===== src/mlprti_pkg.sv =====
// Shared types, constants and fixed-point helpers for the MLP train/infer block.
// Used by every module under src; depends on nothing.
`default_nettype none
package mlprti_pkg;

    localparam int MAX_WIDTH_DEF  = 16;
    localparam int MAX_LAYERS_DEF = 3;
    localparam int DATA_WIDTH     = 32;
    localparam int FRAC_BITS      = 16;
    localparam int QUEUE_DEPTH    = 4;

    localparam int LR_WIDTH       = 17;
    localparam int LAYERS_WIDTH   = 2;
    localparam int SIZE_WIDTH     = 5;
    localparam int CFG_ADDR_WIDTH = 3;
    localparam int CFG_DATA_WIDTH = 17;

    localparam logic [LR_WIDTH-1:0]     LR_RESET     = 17'd66;
    localparam logic [LAYERS_WIDTH-1:0] LAYERS_RESET = 2'd2;
    localparam logic [SIZE_WIDTH-1:0]   SIZE_RESET   = 5'd16;
    localparam int                      NET_LAYERS_MAX = 3;

    localparam logic [CFG_ADDR_WIDTH-1:0] REG_LEARNING_RATE = 3'd0;
    localparam logic [CFG_ADDR_WIDTH-1:0] REG_WEIGHT_LAYERS = 3'd1;
    localparam logic [CFG_ADDR_WIDTH-1:0] REG_INPUT_WIDTH   = 3'd2;
    localparam logic [CFG_ADDR_WIDTH-1:0] REG_HIDDEN_ONE    = 3'd3;
    localparam logic [CFG_ADDR_WIDTH-1:0] REG_HIDDEN_TWO    = 3'd4;
    localparam logic [CFG_ADDR_WIDTH-1:0] REG_OUTPUT_THREE  = 3'd5;

    localparam logic [2:0] OP_LOAD_WEIGHT = 3'd0;
    localparam logic [2:0] OP_LOAD_BIAS   = 3'd1;
    localparam logic [2:0] OP_INPUT       = 3'd2;
    localparam logic [2:0] OP_TARGET      = 3'd3;
    localparam logic [2:0] OP_PREDICT     = 3'd4;
    localparam logic [2:0] OP_FIT         = 3'd5;

    typedef logic signed [DATA_WIDTH-1:0] data_t;

    typedef enum logic [2:0] {
        CMD_WEIGHT  = 3'd0,
        CMD_BIAS    = 3'd1,
        CMD_INPUT   = 3'd2,
        CMD_TARGET  = 3'd3,
        CMD_PREDICT = 3'd4,
        CMD_FIT     = 3'd5
    } cmd_kind_t;

    typedef struct packed {
        cmd_kind_t   kind;
        logic [1:0]  layer;
        logic [3:0]  row;
        logic [3:0]  col;
        data_t       value;
    } cmd_t;

    localparam data_t DATA_MAX = {1'b0, {(DATA_WIDTH-1){1'b1}}};
    localparam data_t DATA_MIN = {1'b1, {(DATA_WIDTH-1){1'b0}}};

    function automatic data_t sat_add(input data_t a, input data_t b);
        logic signed [DATA_WIDTH:0] s;
        s = {a[DATA_WIDTH-1], a} + {b[DATA_WIDTH-1], b};
        if (s[DATA_WIDTH] != s[DATA_WIDTH-1]) begin
            return s[DATA_WIDTH] ? DATA_MIN : DATA_MAX;
        end
        return s[DATA_WIDTH-1:0];
    endfunction

    function automatic data_t sat_sub(input data_t a, input data_t b);
        logic signed [DATA_WIDTH:0] s;
        s = {a[DATA_WIDTH-1], a} - {b[DATA_WIDTH-1], b};
        if (s[DATA_WIDTH] != s[DATA_WIDTH-1]) begin
            return s[DATA_WIDTH] ? DATA_MIN : DATA_MAX;
        end
        return s[DATA_WIDTH-1:0];
    endfunction

    function automatic logic [DATA_WIDTH-1:0] magnitude(input data_t a);
        logic [DATA_WIDTH-1:0] u;
        u = a;
        return a[DATA_WIDTH-1] ? (~u + 1'b1) : u;
    endfunction

    // round half away from zero on the magnitude, then saturate and apply sign
    function automatic data_t round_product(input logic [2*DATA_WIDTH-1:0] prod,
                                            input logic neg);
        logic [2*DATA_WIDTH:0] sum;
        logic [2*DATA_WIDTH:0] q;
        logic [2*DATA_WIDTH:0] lim;
        logic [DATA_WIDTH-1:0] res;
        sum = {1'b0, prod} + ((2*DATA_WIDTH+1)'(1) << (FRAC_BITS-1));
        q   = sum >> FRAC_BITS;
        lim = ((2*DATA_WIDTH+1)'(1) << (DATA_WIDTH-1));
        if (!neg) begin
            lim = lim - 1'b1;
        end
        if (q > lim) begin
            q = lim;
        end
        res = q[DATA_WIDTH-1:0];
        return neg ? data_t'(~res + 1'b1) : data_t'(res);
    endfunction

endpackage
`default_nettype wire


===== src/mlprti_queue.sv =====
// Short command queue between the front end and the compute engine.
// Uses mlprti_pkg for the command type and depth.
`default_nettype none
module mlprti_queue
    import mlprti_pkg::*;
(
    input  wire logic aclk,
    input  wire logic aresetn,
    input  wire logic push_valid,
    input  wire cmd_t push_cmd,
    output logic      full,
    input  wire logic pop,
    output logic      pop_valid,
    output cmd_t      pop_cmd
);

    localparam int PW = (QUEUE_DEPTH > 1) ? $clog2(QUEUE_DEPTH) : 1;
    localparam int NW = $clog2(QUEUE_DEPTH + 1);

    cmd_t            slot_mem [QUEUE_DEPTH];
    logic [PW-1:0]   wr_ptr_reg, wr_ptr_next;
    logic [PW-1:0]   rd_ptr_reg, rd_ptr_next;
    logic [NW-1:0]   count_reg,  count_next;
    logic            do_push;
    logic            do_pop;

    assign full      = int'(count_reg) == QUEUE_DEPTH;
    assign pop_valid = count_reg != '0;
    assign pop_cmd   = slot_mem[rd_ptr_reg];
    assign do_push   = push_valid && !full;
    assign do_pop    = pop && pop_valid;

    always_comb begin
        wr_ptr_next = wr_ptr_reg;
        rd_ptr_next = rd_ptr_reg;
        count_next  = count_reg;
        if (do_push) begin
            wr_ptr_next = (int'(wr_ptr_reg) == QUEUE_DEPTH - 1) ? '0 : PW'(wr_ptr_reg + 1'b1);
        end
        if (do_pop) begin
            rd_ptr_next = (int'(rd_ptr_reg) == QUEUE_DEPTH - 1) ? '0 : PW'(rd_ptr_reg + 1'b1);
        end
        if (do_push && !do_pop) begin
            count_next = NW'(count_reg + 1'b1);
        end else if (do_pop && !do_push) begin
            count_next = NW'(count_reg - 1'b1);
        end
    end

    always_ff @(posedge aclk) begin
        if (!aresetn) begin
            wr_ptr_reg <= '0;
            rd_ptr_reg <= '0;
            count_reg  <= '0;
        end else begin
            wr_ptr_reg <= wr_ptr_next;
            rd_ptr_reg <= rd_ptr_next;
            count_reg  <= count_next;
        end
    end

    always_ff @(posedge aclk) begin
        if (do_push) begin
            slot_mem[wr_ptr_reg] <= push_cmd;
        end
    end

endmodule
`default_nettype wire


===== config.mk =====
export PLATFORM = sky130hd
export DESIGN_NAME = mlprti_queue
export DESIGN_NICKNAME = d
export VERILOG_FILES = /design/src/mlprti_pkg.sv /design/src/mlprti_queue.sv
export SDC_FILE = /design/constraint.sdc
export NUM_CORES = 1
export LEC_CHECK = 0
export BUFFER_PORTS_ARGS = -buffer_cell sky130_fd_sc_hd__clkbuf_2
export CORE_MARGIN = 2
export CORE_UTILIZATION = 52
export DETAILED_ROUTE_END_ITERATION = 10
export PLACE_DENSITY = 0.73
export SETUP_SLACK_MARGIN = 0.15
export SYNTH_ARGS = -nofsm -noshare
export SYNTH_HDL_FRONTEND = slang
export SYNTH_SLANG_ARGS = --single-unit

===== constraint.sdc =====
create_clock -name aclk -period 5.7 [get_ports aclk]
set_input_delay 0 -clock aclk [delete_from_list [all_inputs] [get_ports aclk]]
set_output_delay 0 -clock aclk [all_outputs]
set_load 0.05 [all_outputs]

Yosys cells after proc, flatten, opt, wreduce, memory -nomap -nowiden
Memories as Yosys holds them, arrays and structs flattened. A register that Yosys moved wholly into a read port is not among the register bits.
Cells that the tools add are included.
- register bits: 7
- bits in writable memories: 180
- input port bits: 49
- output and inout port bits: 47
- memories: 1
- $add $sub $neg: 4
- equality and inequality tests: 3
- mux-type cells: 8
- reduce and logical (&&, ||, !) cells: 9
- memory list (memory ; words ; bits a word ; read ports ; clocked after Yosys merged registers in ; write ports ; RTL line ; RTL):
    slot_mem ; 4 ; 45 ; 1 ; 1 ; 1 ; mlprti_queue.sv:20 ; cmd_t slot_mem [QUEUE_DEPTH];
- operators with widths (operator ; number):
    2-bit two-way mux ; 4
    3-bit two-way mux ; 2
    2-bit by 1-bit adder with 2-bit output (second input constant) ; 2
    2-bit by 1-bit equality test with 1-bit output (second input constant) ; 2
    1-bit logical AND ; 4
    3-bit by 1-bit adder with 3-bit output (second input constant) ; 1
    3-bit equality test (second input constant) ; 1
    1-bit logical NOT ; 3
    3-bit nonzero test ; 1
    3-bit by 1-bit subtractor with 3-bit output (second input constant) ; 1
    1-bit two-way mux ; 2
    2-bit nonzero test ; 1

Depth between registers and ports, before layout
- depth in word-level cells: 7
- mapped depth: 9

Least setup slack after synthesis
No wires, ideal clock.
- kind: reg2reg
- from: reg count_reg[1]
- to: mem slot_mem[0][0] in the netlist's numbering, enable pin
- library setup time: 0.463 ns
- data arrival time: 1.953 ns
- setup slack: 3.283 ns
- cell stages (with the launch flop): 5
- buffers on the path: 1
- cell sequence: dfxtp_1 -> nor3b_2 -> nor2b_1 -> buf_2 -> and2_1
- cells in the longest elaborated chain, start to end: 5
- RTL lines (element ; RTL line ; RTL):
    start: declaration ; mlprti_queue.sv:23 ; logic [NW-1:0] count_reg, count_next;
    start signal: assignment ; mlprti_queue.sv:58 ; count_reg <= count_next;
    3-bit equality test ; mlprti_queue.sv:27 ; assign full = int'(count_reg) == QUEUE_DEPTH;
    net full ; mlprti_queue.sv:11 ; output logic full,
    1-bit logical NOT ; mlprti_queue.sv:30 ; assign do_push = push_valid && !full;
    1-bit logical AND ; mlprti_queue.sv:30 ;
    net do_push ; mlprti_queue.sv:24 ; logic do_push;
    1-bit two-way mux ; mlprti_queue.sv:63 ; if (do_push) begin
    1-bit two-way mux (implied by the code) ; mlprti_queue.sv:64 ; slot_mem[wr_ptr_reg] <= push_cmd;
    end: declaration ; mlprti_queue.sv:20 ;
The timed path passes the listed nets, and every way through them passes these cells.

Worst setup path in the final report
- from: reg count_reg[0]
- to: mem slot_mem[3][39] in the netlist's numbering, enable pin
- cells in the longest elaborated chain, start to end: 5
- RTL lines (element ; RTL line):
    3-bit equality test ; mlprti_queue.sv:27
    1-bit logical NOT ; mlprti_queue.sv:30
    1-bit logical AND ; mlprti_queue.sv:30
    1-bit two-way mux ; mlprti_queue.sv:63
    1-bit two-way mux (implied by the code) ; mlprti_queue.sv:64
Every way passes these cells.

==> flow_metrics.py <==
metrics = {
    "finish": {
        "fillers": 921,
        "multi_input_area_um2": 1320,
        "seqCellArea_um2": 5590,
        "largest_reg_flops": 180,
        "drive_gt1_share_pct": 37.6,
        "area.growth.synth_to_final_pct": 23.1,
        "fin_nets": 493,
        "antenna_cells": 0,
        "stdcell_area_um2": 8660,
    },
    "routing": {
        "wl_per_cell_um": 19.0,
        "first_pass_iters": 4,
        "drc_errors": 0,
        "routed_via_density": 5.41,
        "ant_nets": 0,
        "routed-via-count": 3381,
        "routed_wl_mm": 11.8,
        "drt_iter0_drc": 287,
    },
    "power_and_ir_drop": {
        "peakVddDrop_uv": 223,
        "seqPwrFrac_pct": 43.6,
        "cellPowerDensity_nw_per_um2": 479,
        "p_int_mw": 2.76,
        "power_switching_share_pct": 33.4,
        "pwr-share-comb_pct": 29.1,
        "p_leak_nw": 3.00,
        "switching_power_mw": 1.39,
        "p_clk_share_pct": 27.2,
    },
    "grt": {
        "grt_pass1_vias": 3420,
        "grtUsageTotal_pct": 17.1,
        "grt_pass1_wl_mm": 18.1,
        "antenna_found_initial": 0,
        "grt_overflow": 0,
        "grt_max_degree": 46,
    },
    "place": {
        "hpwl_mm": 6.69,
        "place_area_um2": 7640,
        "io_buffers": 95,
        "place_congestion": 0.682,
    },
    "clock_tree": {
        "clk_path_buf_depth": 2,
        "clk_latency_ns": 0.42,
        "root_buffer": "clkbuf_16",
        "cts.sinks": 189,
        "h-tree-depth": 4,
        "cts_tree": "yes",
        "numCtsBuffers": 17,
        "clk_pin_slew_ns": 0.06,
        "cts_resized": 0,
    },
    "sta": {
        "fmax_ghz": 0.409,
        "drv_slew": 0,
        "finalCritPeriodShare_pct": 42.9,
        "finalHoldViolations": 0,
        "tns_ns": 0,
        "worst_pin_slew_ns": 1.21,
        "rsz0062_at_grt": "false",
        "fin_skew_ns": 0.00765,
        "finalSetupViolations": 0,
        "slew_headroom_pct": 19.6,
        "period_minus_slack_ns": 2.44,
    },
    "die": {
        "die_area_um2": 14500,
        "row_count": 42,
        "dieWidth_um": 120,
        "ios": 96,
        "die_y_um": 120,
        "initial_core_util_pct": 53.1,
        "core_area_um2": 13200,
    },
    "critical_path": {
        "critPathRequiredTime_ns": 5.73,
        "critPathBufInv": 0,
        "crit_path_start_kind": "register",
        "timing.setup.critical_path_class": "reg2reg",
        "end_kind": "register",
        "max_stage_delay_ns": 1.05,
        "crit_family": "simple AND/OR/NAND/NOR gates",
        "crit_path_cell_trace": "nor3b_2, nor2b_1, and2_2",
        "arrival_ns": 2.48,
        "worst-path-max-fanout": 45,
        "cpMaxStageDelayCell": "and2_2",
    },
    "synthesis": {
        "syn_nets": 342,
        "ys_seq_area_share_pct": 79.4,
        "avgSynthCellArea_um2": 24.6,
        "synthArstFlopShare_pct": 0,
        "yosys_warnings": 0,
        "synth_edf_count": 180,
        "synth_seq_cells": 189,
        "synth_flop_cell": "edfxtp_1",
        "syn-instance-count": 286,
        "synth.distinct_cells": 25,
        "syn-cell-area_um2": 7040,
    },
    "status": {
        "outcome": "finished, final reports clean",
    },
    "worst_hold_path": {
        "hold_class": "in2reg",
    },
    "job": {
        "cap_violations": 0,
    },
}
-- timing repair --
| item | in CTS | in global routing |
|---|---|---|
| setup buffers | 0 | 0 |
| hold buffers | 46 | 0 |
| hold endpoints to repair | 189 | 0 |
-- worst min-delay path: stages --
cell      delay [ns]
clkbuf_2        0.09
o31ai_1         0.15
o21ai_0         0.15
-- cells in the mapped netlist, types with 2 or more instances --
master | instances | area, µm²
inv_1 | 3 | 11.3
buf_2 | 5 | 25.0
nand2_1 | 6 | 22.5
nor2b_1 | 2 | 12.5
mux4_2 | 40 | 901
nand3_1 | 2 | 10.0
buf_12 | 4 | 80.1
dfxtp_1 | 9 | 180
nor2_1 | 2 | 7.51
ha_1 | 6 | 75.1
and2_1 | 5 | 31.3
edfxtp_1 | 180 | 5410
or3_1 | 2 | 12.5
o21ai_0 | 3 | 15.0
mux4_1 | 5 | 131
mux2i_1 | 3 | 30.0
-- area by class of cell --
class	count	share of cell area, %
clock inverter	11	1.44
clock buffer	20	5.04
timing repair buffer	144	11.1
multi-input combinational	82	15.2
sequential	189	64.5
tap	176	2.54
inverter	3	0.130
-- power groups by stage --
stage	Clock (mW)	Combinational, mW	Sequential [mW]
CTS	1.15	1.22	1.82
detailed placement	0	1.19	1.85
floorplan	0	1.05	1.76
finish	1.13	1.21	1.81
global route	1.21	1.26	1.84
global placement	0	1.18	1.84
-- path summary, 6_finish.rpt --
kind / slack (ns) / from / endpoint / cells after the start
max reg2reg: 3.26 / count_reg[0] / slot_mem[3][39] / 3
max: 3.26 / count_reg[0] / slot_mem[3][39] / 3
min reg2reg: 0.51 / wr_ptr_reg[1] / wr_ptr_reg[1] / 2
min: 0.03 / pop / register / 3
-- cells by family after synthesis --
group           Yosys count  synth area share (%)
buf+inv                  15                  1.94
xor+xnor                  2                 0.249
simple gates             20                  1.55
mux                      48                  15.1
flops                   189                  79.4
fa+ha+maj                 7                  1.35
compound gates            5                 0.427
-- stage by stage --
stage | power, mW | util (%) | setup slack [ns] | std cells | hold WS, ns
detailed placement | 3.04 | 57.7 | 3.22 | 548 | 0.225
global placement | 3.02 | 57.7 | 3.37 | 548 | 0.215
finish | 4.15 | 65.4 | 3.26 | 625 | 0.0327
CTS | 4.19 | 65.4 | 3.19 | 625 | 0.00776
global route | 4.31 | 65.4 | 3.04 | 625 | 0.0515
floorplan | 2.81 | - | 3.28 | 286 | 0.0989
-- placed cells by master (no fill, tap or decap), types with 2 or more instances in the layout --
cell type        n
or3_1            2
mux4_1           5
mux4_2          40
and2_2           4
nand2_1          6
ha_1             6
inv_1            3
clkbuf_2        95
dlygate4sd3_1   46
nor2b_1          2
clkinv_1         4
dfxtp_1          7
nor2_1           2
o21ai_0          3
mux2i_1          3
bufinv_16        3
nand3_1          2
clkinv_2         4
clkbuf_1         3
edfxtp_1       180
buf_4            3
clkbuf_16       17
-- layer usage --
metal	share of wire, %	global-route usage [%]	up-vias
met5	0	0	-
met4	1.5	6.90	0
met3	4.5	4.01	12
met2	49	27.3	103
met1	45	23.0	1763
li1	-	-	1503
(Power assumes the default switching activity.)
